### src/rtl/core/sgc_pkg.sv
`timescale 1ns / 1ps
// ----------------------------------------------------------------------------
// sgc_pkg
// Shared types and constants for the stick gesture confirm sequencer.
// ----------------------------------------------------------------------------
package sgc_pkg;

  // field widths
  localparam int PULSE_W   = 12;
  localparam int DZ_W      = 10;
  localparam int MS_W      = 16;
  localparam int ELAPSED_W = 17;
  localparam int PHASE_W   = 3;
  localparam int CFG_IDX_W = 3;
  localparam int CFG_DAT_W = 16;

  // phase codes
  localparam logic [PHASE_W-1:0] PH_IDLE     = 3'd0;
  localparam logic [PHASE_W-1:0] PH_CONFIRM  = 3'd1;
  localparam logic [PHASE_W-1:0] PH_RELEASE  = 3'd2;
  localparam logic [PHASE_W-1:0] PH_TIMEOUT  = 3'd3;
  localparam logic [PHASE_W-1:0] PH_FINISHED = 3'd4;

  // register indexes
  localparam logic [CFG_IDX_W-1:0] REG_THR_TARGET  = 3'd0;
  localparam logic [CFG_IDX_W-1:0] REG_STR_TARGET  = 3'd1;
  localparam logic [CFG_IDX_W-1:0] REG_CENTER      = 3'd2;
  localparam logic [CFG_IDX_W-1:0] REG_DEADZONE    = 3'd3;
  localparam logic [CFG_IDX_W-1:0] REG_TIMEOUT     = 3'd4;
  localparam logic [CFG_IDX_W-1:0] REG_RETURN      = 3'd5;
  localparam logic [CFG_IDX_W-1:0] REG_CONF_HOLD   = 3'd6;
  localparam logic [CFG_IDX_W-1:0] REG_REL_HOLD    = 3'd7;

  // register reset values
  localparam logic [PULSE_W-1:0] RST_THR_TARGET = 12'd2000;
  localparam logic [PULSE_W-1:0] RST_STR_TARGET = 12'd2000;
  localparam logic [PULSE_W-1:0] RST_CENTER     = 12'd1500;
  localparam logic [DZ_W-1:0]    RST_DEADZONE   = 10'd100;
  localparam logic [MS_W-1:0]    RST_TIMEOUT    = 16'd10000;
  localparam logic [MS_W-1:0]    RST_RETURN     = 16'd2000;
  localparam logic [MS_W-1:0]    RST_CONF_HOLD  = 16'd1000;
  localparam logic [MS_W-1:0]    RST_REL_HOLD   = 16'd500;

  // counter ceilings
  localparam logic [ELAPSED_W-1:0] ELAPSED_MAX = {ELAPSED_W{1'b1}};
  localparam logic [MS_W-1:0]      HOLD_MAX    = {MS_W{1'b1}};

  typedef struct packed {
    logic               restart;
    logic [PULSE_W-1:0] throttle_pulse;
    logic [PULSE_W-1:0] steering_pulse;
  } tick_t;

  typedef struct packed {
    logic [PHASE_W-1:0] phase;
    logic               done_res;
    logic               confirmed;
  } status_t;

  // pulse within deadzone of target
  function automatic logic near_target(input logic [PULSE_W-1:0] target,
                                       input logic [PULSE_W-1:0] pulse,
                                       input logic [DZ_W-1:0]    dz);
    logic [PULSE_W-1:0] diff;
    diff = (target >= pulse) ? (target - pulse) : (pulse - target);
    return diff <= {{(PULSE_W-DZ_W){1'b0}}, dz};
  endfunction

endpackage

### src/rtl/core/stick_gesture_confirm_fsm_core.sv
`timescale 1ns / 1ps
// ----------------------------------------------------------------------------
// stick_gesture_confirm_fsm_core
// Stick gesture confirmation sequencer: one status result per input tick.
// ----------------------------------------------------------------------------
//  channel | direction | handshake           | payload
//  in      | request   | in_valid / in_stall | in_data  (sgc_pkg::tick_t)
//  out     | result    | out_valid/out_stall | out_data (sgc_pkg::status_t)
//  cfg     | write     | cfg_valid/cfg_ready | cfg_index, cfg_data
//
//  one request per cycle unless in_stall; result registered the next cycle
//  the window compare and counter update are combinational ahead of the state register
//  rst (synchronous) returns the phase to idle and restores register defaults
//  in_stall rises only when the output register is full and out_stall is high
//  cfg_ready is always high
// ----------------------------------------------------------------------------
module stick_gesture_confirm_fsm_core (
  input  logic                                clk,
  input  logic                                rst,
  input  logic                                in_valid,
  output logic                                in_stall,
  input  sgc_pkg::tick_t                      in_data,
  output logic                                out_valid,
  input  logic                                out_stall,
  output sgc_pkg::status_t                    out_data,
  input  logic                                cfg_valid,
  output logic                                cfg_ready,
  input  logic [sgc_pkg::CFG_IDX_W-1:0]       cfg_index,
  input  logic [sgc_pkg::CFG_DAT_W-1:0]       cfg_data
);

  // configuration registers
  logic [sgc_pkg::PULSE_W-1:0] thr_target;
  logic [sgc_pkg::PULSE_W-1:0] str_target;
  logic [sgc_pkg::PULSE_W-1:0] center;
  logic [sgc_pkg::DZ_W-1:0]    deadzone;
  logic [sgc_pkg::MS_W-1:0]    timeout_ms;
  logic [sgc_pkg::MS_W-1:0]    return_ms;
  logic [sgc_pkg::MS_W-1:0]    conf_hold_ms;
  logic [sgc_pkg::MS_W-1:0]    rel_hold_ms;

  // sequencer state
  logic [sgc_pkg::PHASE_W-1:0]   phase_reg, phase_reg_next;
  logic [sgc_pkg::ELAPSED_W-1:0] elapsed, elapsed_next;
  logic                          hold_active, hold_active_next;
  logic [sgc_pkg::MS_W-1:0]      hold_ticks, hold_ticks_next;
  logic                          confirmed_flag, confirmed_flag_next;

  logic                          in_accept;
  logic [sgc_pkg::ELAPSED_W-1:0] elapsed_inc;
  logic [sgc_pkg::ELAPSED_W-1:0] return_limit;
  logic [sgc_pkg::MS_W-1:0]      hold_inc;
  logic                          win_confirm;
  logic                          win_center;

  assign cfg_ready = 1'b1;
  assign in_stall  = out_valid && out_stall;
  assign in_accept = in_valid && !in_stall;

  // register writes
  always_ff @(posedge clk) begin
    if (rst) begin
      thr_target   <= sgc_pkg::RST_THR_TARGET;
      str_target   <= sgc_pkg::RST_STR_TARGET;
      center       <= sgc_pkg::RST_CENTER;
      deadzone     <= sgc_pkg::RST_DEADZONE;
      timeout_ms   <= sgc_pkg::RST_TIMEOUT;
      return_ms    <= sgc_pkg::RST_RETURN;
      conf_hold_ms <= sgc_pkg::RST_CONF_HOLD;
      rel_hold_ms  <= sgc_pkg::RST_REL_HOLD;
    end else if (cfg_valid && cfg_ready) begin
      unique case (cfg_index)
        sgc_pkg::REG_THR_TARGET: thr_target   <= cfg_data[sgc_pkg::PULSE_W-1:0];
        sgc_pkg::REG_STR_TARGET: str_target   <= cfg_data[sgc_pkg::PULSE_W-1:0];
        sgc_pkg::REG_CENTER:     center       <= cfg_data[sgc_pkg::PULSE_W-1:0];
        sgc_pkg::REG_DEADZONE:   deadzone     <= cfg_data[sgc_pkg::DZ_W-1:0];
        sgc_pkg::REG_TIMEOUT:    timeout_ms   <= cfg_data;
        sgc_pkg::REG_RETURN:     return_ms    <= cfg_data;
        sgc_pkg::REG_CONF_HOLD:  conf_hold_ms <= cfg_data;
        sgc_pkg::REG_REL_HOLD:   rel_hold_ms  <= cfg_data;
        default: ;
      endcase
    end
  end

  // saturating counters and window checks
  assign elapsed_inc  = (elapsed == sgc_pkg::ELAPSED_MAX) ? elapsed
                                                          : elapsed + 1'b1;
  assign hold_inc     = (hold_ticks == sgc_pkg::HOLD_MAX) ? hold_ticks
                                                          : hold_ticks + 1'b1;
  // sum of two 16-bit values never exceeds the 17-bit ceiling
  assign return_limit = {1'b0, timeout_ms} + {1'b0, return_ms};
  assign win_confirm  = sgc_pkg::near_target(thr_target, in_data.throttle_pulse, deadzone)
                     && sgc_pkg::near_target(str_target, in_data.steering_pulse, deadzone);
  assign win_center   = sgc_pkg::near_target(center, in_data.throttle_pulse, deadzone)
                     && sgc_pkg::near_target(center, in_data.steering_pulse, deadzone);

  // next state for one tick
  always_comb begin
    phase_reg_next      = phase_reg;
    elapsed_next        = elapsed;
    hold_active_next    = hold_active;
    hold_ticks_next     = hold_ticks;
    confirmed_flag_next = confirmed_flag;
    if (in_data.restart) begin
      phase_reg_next      = sgc_pkg::PH_CONFIRM;
      elapsed_next        = '0;
      hold_active_next    = 1'b0;
      hold_ticks_next     = '0;
      confirmed_flag_next = 1'b0;
    end else begin
      unique case (phase_reg)
        sgc_pkg::PH_CONFIRM: begin
          elapsed_next = elapsed_inc;
          if (elapsed_inc >= {1'b0, timeout_ms}) begin
            phase_reg_next = sgc_pkg::PH_TIMEOUT;
          end else if (!win_confirm) begin
            hold_active_next = 1'b0;
            hold_ticks_next  = '0;
          end else if (!hold_active) begin
            hold_active_next = 1'b1;
            hold_ticks_next  = '0;
          end else if (hold_inc >= conf_hold_ms) begin
            phase_reg_next   = sgc_pkg::PH_RELEASE;
            hold_active_next = 1'b0;
            hold_ticks_next  = '0;
          end else begin
            hold_ticks_next = hold_inc;
          end
        end
        sgc_pkg::PH_RELEASE: begin
          elapsed_next = elapsed_inc;
          if (!win_center) begin
            hold_active_next = 1'b0;
            hold_ticks_next  = '0;
          end else if (!hold_active) begin
            hold_active_next = 1'b1;
            hold_ticks_next  = '0;
          end else if (hold_inc >= rel_hold_ms) begin
            phase_reg_next      = sgc_pkg::PH_FINISHED;
            confirmed_flag_next = 1'b1;
            hold_active_next    = 1'b0;
            hold_ticks_next     = '0;
          end else begin
            hold_ticks_next = hold_inc;
          end
        end
        sgc_pkg::PH_TIMEOUT: begin
          elapsed_next = elapsed_inc;
          if (elapsed_inc >= return_limit) begin
            phase_reg_next      = sgc_pkg::PH_FINISHED;
            confirmed_flag_next = 1'b0;
          end
        end
        default: ;
      endcase
    end
  end

  // state update on each accepted request
  always_ff @(posedge clk) begin
    if (rst) begin
      phase_reg      <= sgc_pkg::PH_IDLE;
      elapsed        <= '0;
      hold_active    <= 1'b0;
      hold_ticks     <= '0;
      confirmed_flag <= 1'b0;
    end else if (in_accept) begin
      phase_reg      <= phase_reg_next;
      elapsed        <= elapsed_next;
      hold_active    <= hold_active_next;
      hold_ticks     <= hold_ticks_next;
      confirmed_flag <= confirmed_flag_next;
    end
  end

  // output register
  always_ff @(posedge clk) begin
    if (rst) begin
      out_valid <= 1'b0;
    end else if (in_accept) begin
      out_valid <= 1'b1;
    end else if (!out_stall) begin
      out_valid <= 1'b0;
    end
  end

  always_ff @(posedge clk) begin
    if (in_accept) begin
      out_data.phase     <= phase_reg_next;
      out_data.done_res  <= (phase_reg_next == sgc_pkg::PH_FINISHED);
      out_data.confirmed <= (phase_reg_next == sgc_pkg::PH_FINISHED)
                            && confirmed_flag_next;
    end
  end

`ifndef SYNTH
  // done flag follows the finished phase
  a_done_phase: assert property (@(posedge clk) disable iff (rst)
    out_valid |-> (out_data.done_res == (out_data.phase == sgc_pkg::PH_FINISHED)))
    else $error("done flag disagrees with phase");

  // confirmed only once finished
  a_conf_done: assert property (@(posedge clk) disable iff (rst)
    out_valid && out_data.confirmed |-> out_data.done_res)
    else $error("confirmed without done");

  // restart puts the sequence back at the start of confirm
  a_restart: assert property (@(posedge clk) disable iff (rst)
    in_accept && in_data.restart |=> phase_reg == sgc_pkg::PH_CONFIRM
      && elapsed == '0 && !hold_active && !confirmed_flag)
    else $error("restart did not clear the sequence");

  // hold count only runs while a hold is active
  a_hold_idle: assert property (@(posedge clk) disable iff (rst)
    !hold_active |-> hold_ticks == '0)
    else $error("hold count without active hold");
`endif

endmodule

### config.mk
export PLATFORM = sky130hd
export DESIGN_NAME = stick_gesture_confirm_fsm_core
export DESIGN_NICKNAME = d
export VERILOG_FILES = /design/src/rtl/core/sgc_pkg.sv /design/src/rtl/core/stick_gesture_confirm_fsm_core.sv
export SDC_FILE = /design/constraint.sdc
export NUM_CORES = 1
export LEC_CHECK = 0
export ABC_AREA = 1
export BUFFER_PORTS_ARGS = -buffer_cell sky130_fd_sc_hd__buf_4
export CAP_MARGIN = 10
export CORE_ASPECT_RATIO = 0.75
export CORE_MARGIN = 4
export CORE_UTILIZATION = 45
export CTS_BUF_LIST = sky130_fd_sc_hd__clkbuf_2 sky130_fd_sc_hd__clkbuf_4 sky130_fd_sc_hd__clkbuf_8
export DETAILED_ROUTE_END_ITERATION = 8
export SETUP_SLACK_MARGIN = 0.5
export SYNTH_ARGS = -nofsm -noshare
export SYNTH_HDL_FRONTEND = slang
export SYNTH_SLANG_ARGS = --single-unit
### constraint.sdc
create_clock -name clk -period 9.2 [get_ports clk]
set_clock_uncertainty 0.1 [all_clocks]
set_input_delay 1.84 -clock clk [delete_from_list [all_inputs] [get_ports clk]]
set_output_delay 1.84 -clock clk [all_outputs]
set_load 0.005 [all_outputs]
Yosys cells after proc, flatten, opt, wreduce, memory -nomap -nowiden
Index checks and enable logic that the tools add are counted.

Bits in registers: 154. Input bits: 49. Logic and storage cells: 119.

$add $sub $neg: 11. $lt $le $gt $ge: 12. Equality and inequality tests: 15. Muxes and demuxes: 44. Reduce and logical (&&, ||, !) cells: 20.

Operator list (count): $mux W16 (9); $sub A12 B12 Y12 (8); $mux W17 (3); $ge A12 B12 Y1 (4); $le A12 B10 Y1 (4); $mux W12 (4); $ge A16 B16 Y1 (2); $pmux W16 S2 (1); $mux W3 (9); $reduce_and A2 Y1 (9); $add A16 B16 Y17 (1); $add A17 B1 Y17 const B (1); $eq A17 B17 Y1 const B (1); $ge A17 B16 Y1 (1); $ge A17 B17 Y1 (1); $add A16 B1 Y16 const B (1); $eq A16 B16 Y1 const B (1); $eq A3 B3 Y1 const B (5); $mux W1 (15); $eq A3 B2 Y1 const B (4); $pmux W3 S3 (1); $eq A3 B1 Y1 const B (2); $logic_and A1 B1 Y1 (5); $pmux W1 S2 (2); other kinds (8) (8).

Longest topological paths before layout
Gate-level depths: netlist (run 1).

Depth after elaboration: 11. Depth in mapped cells: 31.

Least setup slack after synthesis (run 1)
OpenSTA, ideal clock, no wires.

Kind: input to register. From: input in_data[0] (netlist name). To: register hold_ticks[1] (netlist name). Setup time: 0.070 ns. Arrival: 5.250 ns. Setup slack: 3.780 ns. Stages: 27. Buffers on the path: 2. Cell sequence: ha_1 -> inv_1 -> fa_1 -> nand2_1 -> and2_4 -> nand2_1 -> nand2_1 -> nand2_1 -> nor2_1 -> inv_1 -> buf_2 -> o31ai_1 -> nor2_1 -> a21oi_1 -> xor2_1 -> inv_1 -> ha_1 -> a21oi_1 -> o21ai_0 -> a21oi_1 -> o2111ai_1 -> nand2_1 -> nand4_2 -> o31ai_4 -> buf_8 -> nand3_2 -> a21oi_2.

Cells in the longest elaborated chain, start to end: 8. Elaborated cells between the ends (all ways): 17.

Ends and longest elaborated chain: from (decl) (RTL line stick_gesture_confirm_fsm_core.sv:22) `input sgc_pkg::tick_t in_data,`; $sub A12 B12 Y12 / $ge A12 B12 Y1 (equally long branches) (RTL line sgc_pkg.sv:65) `diff = (target >= pulse) ? (target - pulse) : (pulse - target);`; $mux W12 (RTL line sgc_pkg.sv:65); $le A12 B10 Y1 (RTL line sgc_pkg.sv:66) `return diff <= {{(PULSE_W-DZ_W){1'b0}}, dz};`; $logic_and A1 B1 Y1 (RTL line stick_gesture_confirm_fsm_core.sv:94) `&& sgc_pkg::near_target(str_target, in_data.steering_pulse, deadzone);`; $mux W16 (RTL line stick_gesture_confirm_fsm_core.sv:117) `end else if (!win_confirm) begin`; $mux W16 (RTL line stick_gesture_confirm_fsm_core.sv:115) `if (elapsed_inc >= {1'b0, timeout_ms}) begin`; $pmux W16 S2 * (RTL line stick_gesture_confirm_fsm_core.sv:112) `unique case (phase_reg)`; $mux W16 * (RTL line stick_gesture_confirm_fsm_core.sv:105) `if (in_data.restart) begin`; to (signal assigned) (RTL line stick_gesture_confirm_fsm_core.sv:172) `hold_ticks <= hold_ticks_next;`; to (decl) (RTL line stick_gesture_confirm_fsm_core.sv:46) `logic [sgc_pkg::MS_W-1:0] hold_ticks, hold_ticks_next;`.

Mark *: on every way between the ends. The rest lies on a longest branch, timed or not. The select of a mux whose other input is x is not followed. A chain may end at the register's enable or synchronous reset.

Worst setup path in the final report (run 1)
From: input in_data[12] (netlist name). To: register hold_ticks[12] (netlist name).

The elaborated chain is that of the path after synthesis.

==> metrics.csv, run 1 <==
metric;value;unit
drive_gt1_frac;0.0752;
wl_per_cell;17.6;µm
r2r_slack;3.63;ns
post_cts_buffers;0;
grt_pass1_wl;69800;µm
p_per_area;124;nW/µm²
yosysWarnings;0;
hp-class;flop to flop;
worstRegToRegCells;26;
max_freq;156;MHz
synth_ff_type;dfxtp_1;
outcome;complete, no violations;
setup_tns;0;ns
r2r-end;out_data[0];
hpwl;35100;µm
syn_nets;2357;
vdd_ir_drop_max;0.0927;mV
finalHoldWorstSlack;0.366;ns
netlist.area_leader.share;0.211;
drt_pass1_iterations;6;
cp.arrival;6.73;ns
ys_seq_area_frac;0.222;
total_power;1.90;mW
timing.rr.start;center[0];
worst_setup_path_start_kind;input port;
setup_ws;2.79;ns
p_leak;7.55;nW
post-route-min-period;6.41;ns
place_ws;2.37;ns
final_cell_mix;479 x nand2_1, 321 x inv_1, 215 x ha_1;
hold_viol;0;
final_common_cell;nand2_1;
dp.cells;2494;
yosysTopAreaCell;dfxtp_1;
max_slew_margin;0.232;
finalWeightedCongestion;0.964;
overflow;0;
ctsResizeCount;0;
num_vias;13662;
syn_area;14100;µm²
start_util;0.462;
top_register;elapsed;
port_buffers;55;
clk_pin_slew;0.09;ns
first_global_vias;12540;
die_w;212;µm
rows;55;
antennaDiodeCount;0;
synthCells;2084;
synthTopCellsByArea;dfxtp_1 21%, ha_1 19%, nand2_1 13%;
cp-endpoint;hold_ticks[12];
cp-startpoint;in_data[12];
ioPinCount;57;
grt_max_degree;87;
fp.dieH;161;µm
cts_tree;done;
totalWireLength;44400;µm
setup_viol;0;
syn_avg_cell_area;6.77;µm²
synth_edf_count;5;
cp-end-kind;flop;
stdcell_count;2526;
synthArstFlopShare;0;
cts_num_sinks;154;
drv_slew;0;
synth-seq-cells;154;
rsz0062_at_grt;false;
root_buffer;clkbuf_8;
globalRouteTotalUtil;0.258;
antenna_left;0;
hold_buffers;0;
antenna_found_initial;0;
synthToLayoutAreaGrowth;8.17;%
synth_cell_type_count;58;
clock_path_buffers;2;
core;30600;µm²
tightest_slew;1.15;ns
required;9.52;ns
drc;0;
worstSetupPathType;input port to flop;
clk-insertion-delay-late;0.50;ns
htreeDepth;4;
maxCapViolations;0;
dieArea;34300;µm²
period_share;0.697;
nets;2387;
largest_register_ffs;17;
drtIter0Drc;1210;
vias_per_cell;5.41;
crit_fanout;16;
numCtsBuffers;17;
[cells in the mapped netlist, types with 2 or more instances]
cell type,count
inv_1,321
a21oi_2,12
o31ai_1,3
inv_2,12
edfxtp_1,5
a21o_1,4
clkinv_1,3
nand2_1,479
fa_1,9
a211oi_1,4
o21ai_1,4
nor3_1,21
buf_4,3
nor2_1,132
xnor2_1,33
ha_1,215
o2111ai_1,4
a21oi_1,212
a21boi_0,2
o21ai_0,130
nor2_2,3
clkbuf_1,32
nand3_1,82
nor3_2,4
xor2_1,28
o21a_1,6
nor4_1,4
nand4_1,42
nand2_2,14
o21bai_1,10
dfxtp_1,149
o211ai_1,45
mux2i_1,5
nand4_2,2
nand3_2,12
and2_1,2
buf_2,10
a31oi_1,5
and3_1,2
[layout make-up]
class,count,area (µm²)
fillers,3134,15300
multi-input cells,1544,9460
flip-flops and latches,154,3130
inverters,336,1260
well taps,399,499
repair buffers,61,458
clock buffers,18,241
clock inverters,14,201
[critical path, cell delays in order]
cell	delay (ns)
buf_4	0.10
ha_1	0.21
inv_1	0.07
fa_1	0.43
nand2_1	0.09
nand2_1	0.06
inv_1	0.05
nand2_1	0.04
nand2_1	0.09
nand2_1	0.05
nor2_1	0.64
mux2i_1	0.43
o211ai_1	0.18
xnor2_1	0.21
inv_1	0.07
ha_1	0.31
a21oi_1	0.13
o21ai_0	0.10
a21oi_1	0.15
o2111ai_1	0.13
nand2_2	0.13
nand2_2	0.09
o31ai_4	0.77
nand3_1	0.16
a21oi_1	0.17
[per-stage QoR]
step	util	instance area, µm²
after detailed placement	0.485	14800
after floorplan	-	14100
after global placement	0.485	14800
final	0.499	15300
after global routing	0.499	15300
after CTS	0.499	15300
[worst min-delay path by stage]
| stage | endpoint | start | slack [ns] | depth (start not counted) |
|---|---|---|---|---|
| floorplan | return_ms[10] | return_ms[10] | 0.33 | 2 |
| global placement | rel_hold_ms[10] | rel_hold_ms[10] | 0.35 | 2 |
| detailed placement | conf_hold_ms[14] | conf_hold_ms[14] | 0.36 | 2 |
| CTS | conf_hold_ms[14] | conf_hold_ms[14] | 0.37 | 2 |
| global route | rel_hold_ms[11] | rel_hold_ms[11] | 0.40 | 2 |
| finish | conf_hold_ms[15] | conf_hold_ms[15] | 0.37 | 2 |
[power by group]
group	switching (mW)	leakage (nW)	total (mW)	internal, mW
registers	0.0155	1.26	0.706	0.691
clock network	0.323	0.226	0.608	0.285
logic	0.378	6.07	0.585	0.207
[routing by layer]
metal  GRT usage  part of all wire  vias to the layer above
met2       0.355              0.40                      387
li1            -                 -                     6907
met3      0.0338             0.063                       38
met5           0                 0                        -
met4      0.0591             0.014                        0
met1       0.417              0.53                     6330
[logic make-up after synthesis]
family          after synthesis  share of synthesized area
fa+ha+maj                   224                      0.203
flops                       154                      0.222
simple gates                808                      0.248
mux                           5                    0.00355
xor+xnor                     61                     0.0379
buf+inv                     386                      0.107
compound gates              445                      0.178
other cells                   1                   0.000266
(Power assumes the default switching activity.)
==> run 2, diff against run 1 <==
Settings changed: ABC_AREA 1 to 0.
Clock period 9.2 ns to 5.4 ns, I/O delays scaled along.
==> metrics.csv, run 2 <==
metric;value;unit;change
netlist.area_leader.share;0.213;;was 0.211
hp-class;flop to flop;;unchanged
nets;2350;;was 2387
core;30400;µm²;was 30600 µm²
synthToLayoutAreaGrowth;25.5;%;was 8.17%
violations;setup timing;;
clock_path_buffers;2;;unchanged
antenna_left;0;;unchanged
drc;0;;unchanged
ys_seq_area_frac;0.224;;was 0.222
ioPinCount;57;;unchanged
slowest_stage;o41a_1;;was o31ai_4
syn_avg_cell_area;7.61;µm²;was 6.77 µm²
root_buffer;clkbuf_8;;unchanged
tightest_slew;1.24;ns;was 1.15 ns
worstRegToRegCells;19;;was 26
rsz0062_at_grt;true;;was false
synth_edf_count;5;;unchanged
vdd_ir_drop_max;0.146;mV;was 0.0927 mV
dieArea;34000;µm²;was 34300 µm²
stdcell_count;2488;;was 2526
place_ws;-0.639;ns;was 2.37 ns
cp_slowest_stage_delay;0.51;ns;was 0.77 ns
port_buffers;55;;unchanged
yosysMostFrequentCell;nand2_1;;unchanged
antenna_found_initial;0;;unchanged
drtIter0Drc;1259;;was 1210
globalRouteTotalUtil;0.269;;was 0.258
synth_cell_type_count;81;;was 58
drive_gt1_frac;0.220;;was 0.0752
grt_pass1_wl;73300;µm;was 69800 µm
antennaDiodeCount;0;;unchanged
outcome;finished, violations left;;was complete, no violations
required;5.72;ns;was 9.52 ns
setup_tns;-0.137;ns;was 0 ns
clk_pin_slew;0.08;ns;was 0.09 ns
netlist_top_cells_count;280 x nand2_1, 215 x ha_1, 198 x a21oi_1;;was 479 x nand2_1, 321 x inv_1, 215 x ha_1
yosysWarnings;0;;unchanged
p_leak;7.83;nW;was 7.55 nW
worstSetupPathType;input port to flop;;unchanged
post-route-min-period;5.45;ns;
period_share;1.01;;
worst_setup_path_start_kind;input port;;unchanged
setup_ws;-0.0507;ns;was 2.79 ns
drt_pass1_iterations;6;;unchanged
numCtsBuffers;17;;unchanged
p_per_area;184;nW/µm²;was 124 nW/µm²
cts_num_sinks;154;;unchanged
overflow;0;;unchanged
wl_per_cell;18.7;µm;was 17.6 µm
maxCapViolations;0;;unchanged
synthArstFlopShare;0;;unchanged
vias_per_cell;5.69;;was 5.41
synthCells;1840;;was 2084
crit_chain;buf_8, clkinvlp_4, buf_6, fa_2, nand3_2, nand4_1, a21o_1, a21oi_4, mux2_4, o21ai_4, a21boi_2, o21a_1, nor2_1, ha_1, a21oi_2, o22ai_1, o41a_1, nor3_2, mux2_4, nor3b_4, buf_6, a32oi_4, or4_1, a21oi_2;;
setup_viol;5;;was 0
syn_nets;2113;;was 2357
max_freq;183;MHz;
hpwl;36400;µm;was 35100 µm
final_cell_mix;289 x buf_4, 279 x nand2_1, 203 x ha_1;;was 479 x nand2_1, 321 x inv_1, 215 x ha_1
min_path_cells;2;;unchanged
yosysTopAreaCell;dfxtp_1;;unchanged
ff_latch_area;3130;µm²;about the same
drv_slew;0;;unchanged
final_common_cell;buf_4;;was nand2_1
largest_register_ffs;17;;unchanged
max_slew_margin;0.170;;was 0.232
rows;55;;unchanged
cts_tree;done;;unchanged
crit_fanout;8;;was 16
first_global_vias;13446;;was 12540
cp.arrival;5.77;ns;was 6.73 ns
hold_viol;0;;unchanged
die_w;212;µm;about the same
top_register;elapsed;;unchanged
multi_input_area;10600;µm²;was 9460 µm²
clk-insertion-delay-late;0.49;ns;was 0.50 ns
cp-end-kind;flop;;unchanged
fp.dieH;161;µm;about the same
syn_area;14000;µm²;was 14100 µm²
synth-seq-cells;154;;unchanged
num_vias;14164;;was 13662
fill_cells;2860;;was 3134
start_util;0.460;;was 0.462
synth_ff_type;dfxtp_1;;unchanged
totalWireLength;46500;µm;was 44400 µm
htreeDepth;4;;unchanged
hold_buffers;0;;unchanged
grt_max_degree;60;;was 87
dp.cells;2435;;was 2494
finalWeightedCongestion;0.949;;was 0.964
synthTopCellsByArea;dfxtp_1 21%, ha_1 19%, nand2_1 7.5%;;was dfxtp_1 21%, ha_1 19%, nand2_1 13%
-- run 2: cell types whose count changed in the layout (fill, tap and decap cells not counted), sizes merged, moves of 16 or more --
cell / delta
a21oi: -26
nand3: -37
nand2: -215
a211oi: +18
inv: -194
mux2i: +16
nand2b: +16
nor2b: +26
a21o: +35
buf: +247
o21ai: -51
nor2: -47
-- run 2: worst paths after layout --
path	from	end	slack (ns)
worst max register to register	elapsed[8]	out_data[0]	0.18
worst min-delay path	elapsed[13]	elapsed[13]	0.35
worst min register to register	elapsed[13]	elapsed[13]	0.35
worst max-delay path	in_data[13]	hold_ticks[6]	-0.05
-- run 2: worst max-delay path: cells and delay by family --
family / cells / cell delay [ns]
AND/OR/NAND/NOR: 6 / 1.19
adder cells (fa/ha/maj): 2 / 0.67
AO/OA/AOI/OAI: 10 / 1.88
multiplexers: 2 / 0.53
buffers and inverters: 4 / 0.42
-- run 2: final cells by class --
| cell class | count | share of cell area |
|---|---|---|
| repair buffers | 308 | 0.137 |
| inverters | 151 | 0.0325 |
| clock buffers | 23 | 0.0170 |
| clock inverters | 8 | 0.00406 |
| well taps | 399 | 0.0284 |
| flip-flops and latches | 154 | 0.178 |
| multi-input cells | 1445 | 0.602 |
-- run 2: kinds of logic (layout without fill, tap and decap cells) --
| logic type | Yosys count | count (layout) | synth area share |
|---|---|---|---|
| muxes | 32 | 32 | 0.0239 |
| other | 1 | 1 | 0.000268 |
| DFF | 154 | 154 | 0.224 |
| AOI/OAI and AO/OA | 503 | 504 | 0.226 |
| adders and majority gates | 224 | 224 | 0.205 |
| and+or+nand+nor | 613 | 613 | 0.208 |
| xor gates and xnor gates | 71 | 71 | 0.0444 |
| buffers and inverters | 242 | 490 | 0.0686 |
-- run 2: stage by stage --
| step | power, mW | hold slack (ns) | cell area, µm² | util |
|---|---|---|---|---|
| global route | 3.41 | 0.373 | 17600 | 0.577 |
| CTS | 3.19 | 0.356 | 17300 | 0.568 |
| detailed placement | 2.28 | 0.345 | 16600 | 0.546 |
| global placement | 2.26 | 0.341 | 16600 | 0.546 |
| floorplan | 1.87 | 0.332 | 14400 | - |
| finish | 3.23 | 0.352 | 17600 | 0.577 |
-- run 2: timing repair --
item | 4_1_cts | 5_1_grt
cloned | 1 | 0
resized for setup | 43 | 42
buffers inserted | 13 | 7
setup endpoints to repair | 25 | 26
pin swaps | 33 | 22
-- run 2: power by group --
group	total (mW)	internal [mW]	switching, mW
sequential	1.19	1.17	0.0235
clock	0.872	0.410	0.462
combinational	1.17	0.533	0.636
total	3.23	2.11	1.12
-- run 2: layer usage --
layer,GRT usage,vias to the layer above,wire length [µm]
li1,-,6973,-
met1,0.420,6714,23400
met2,0.394,443,19500
met3,0.0475,34,3240
met4,0.0366,0,398
met5,0,-,0
==> run 3, diff against run 2 <==
Settings changed: ABC_AREA 0 to 1, CAP_MARGIN 10 to 20.
==> metrics.csv, run 3 (synthesized netlist as in run 1, its figures left out) <==
metric;value;unit;change
nets;2412;;was 2350
p_leak;7.67;nW;was 7.83 nW
clk_pin_slew;0.10;ns;was 0.08 ns
root_buffer;clkbuf_8;;unchanged
htreeDepth;4;;unchanged
max_slew_margin;0.338;;was 0.170
antenna_found_initial;1;;was 0
fp.dieH;161;µm;about the same
hold_viol;0;;unchanged
hpwl;34700;µm;was 36400 µm
cp.arrival;4.97;ns;was 5.77 ns
final_common_cell;nand2_1;;was buf_4
drv_slew;0;;unchanged
cp-end-kind;flop;;unchanged
vdd_ir_drop_max;0.133;mV;was 0.146 mV
core;30600;µm²;was 30400 µm²
globalRouteTotalUtil;0.259;;was 0.269
worst_setup_path_start_kind;input port;;unchanged
numCtsBuffers;17;;unchanged
drive_gt1_frac;0.101;;was 0.220
m1WireLength;22700;µm;was 23400 µm
outcome;complete, no violations;;was finished, violations left
hp-class;flop to flop;;unchanged
worstSetupPathType;input port to flop;;unchanged
rsz0062_at_grt;true;;unchanged
multi_input_area;9640;µm²;was 10600 µm²
max_freq;211;MHz;was 183 MHz
synthToLayoutAreaGrowth;10.5;%;was 25.5%
crit_fanout;4;;was 8
finalWeightedCongestion;0.938;;was 0.949
clock_path_buffers;2;;unchanged
antenna_left;0;;unchanged
start_util;0.462;;was 0.460
cts_num_sinks;154;;unchanged
final_cell_mix;476 x nand2_1, 320 x inv_1, 207 x a21oi_1, 207 x ha_1, 149 x dfxtp_1;;was 289 x buf_4, 279 x nand2_1, 203 x ha_1
vias_per_cell;5.36;;was 5.69
largest_register_ffs;17;;unchanged
tightest_slew;0.989;ns;was 1.24 ns
ff_latch_area;3130;µm²;about the same
grt_max_degree;46;;was 60
totalWireLength;44300;µm;was 46500 µm
overflow;0;;unchanged
dieArea;34300;µm²;was 34000 µm²
required;5.63;ns;was 5.72 ns
ioPinCount;57;;unchanged
post-route-min-period;4.74;ns;was 5.45 ns
maxCapViolations;0;;unchanged
antennaDiodeCount;0;;unchanged
rows;55;;unchanged
grt_pass1_wl;70200;µm;was 73300 µm
clk-insertion-delay-late;0.49;ns;about the same
num_vias;13684;;was 14164
top_register;elapsed;;unchanged
p_per_area;203;nW/µm²;was 184 nW/µm²
drtIter0Drc;1068;;was 1259
final_util;0.510;;was 0.577
route.met2.wl;17200;µm;was 19500 µm
route.met3.wl;3370;µm;was 3240 µm
cts_tree;done;;unchanged
die_w;212;µm;about the same
period_share;0.878;;was 1.01
fill_cells;3126;;was 2860
drc;0;;unchanged
setup_viol;0;;was 5
port_buffers;55;;unchanged
drt_pass1_iterations;5;;was 6
top_layer_used;met4;;unchanged
wl_per_cell;17.4;µm;was 18.7 µm
first_global_vias;12864;;was 13446
finalHoldWorstSlack;0.367;ns;was 0.352 ns
[run 3: timing repair]
item                       CTS  global route
setup endpoints to repair   16            26
hold buffers                 0             0
buffers inserted             1             4
resized for setup            0            43
pin swaps                    1            14
[run 3: cell type report]
cell class	count	area share
Clock buffer	19	0.0164
Clock inverter	13	0.00851
Inverter	336	0.0809
Multi-Input combinational cell	1544	0.618
Sequential cell	154	0.201
Tap cell	399	0.0320
Timing Repair Buffer	86	0.0427
[run 3: per-stage QoR]
| step | worst slack (ns) | std cells | power [mW] | area [µm²] | TNS (ns) |
|---|---|---|---|---|---|
| after global routing | 0.456 | 2551 | 3.36 | 15600 | 0 |
| after detailed placement | -0.0754 | 2513 | 2.21 | 15000 | -0.585 |
| after CTS | 0.555 | 2546 | 3.14 | 15400 | 0 |
| final | 0.660 | 2551 | 3.16 | 15600 | 0 |
| after floorplan | 0.740 | 2084 | 1.91 | 14100 | 0 |
| after global placement | 0.0183 | 2513 | 2.20 | 15000 | 0 |
[run 3: critical path: stages]
cell and delay [ns]:
buf_4 0.10, ha_1 0.16, inv_1 0.07, fa_2 0.40, nand2_1 0.08, nand2_1 0.07, o21ai_2 0.14, nand2_1 0.08
nor2_2 0.16, mux2i_2 0.31, o211ai_1 0.19, xnor2_1 0.17, inv_1 0.06, ha_1 0.30, a21oi_1 0.14, o21ai_0 0.16
a21oi_1 0.19, o2111ai_1 0.14, nand2_2 0.16, nand4_1 0.23, a21oi_4 0.29, nand2_2 0.09, nor3_2 0.18
[run 3: report_power, final]
part	internal [mW]	switching, mW
registers	1.18	0.0242
clock network	0.394	0.531
logic	0.383	0.650
total	1.95	1.21
[run 3: per-layer routing]
metal / GRT usage / vias up
met5: 0 / -
met3: 0.0583 / 57
met2: 0.361 / 395
li1: - / 6971
met4: 0.0688 / 0
met1: 0.396 / 6261
[run 3: final timing paths]
check / start / to / slack [ns] / depth (start not counted)
setup / recovery: in_data[12] / out_data[0] / 0.66 / 23
hold / removal: rel_hold_ms[9] / rel_hold_ms[9] / 0.37 / 2
setup reg to reg: center[0] / out_data[0] / 0.76 / 23
hold reg to reg: rel_hold_ms[9] / rel_hold_ms[9] / 0.37 / 2
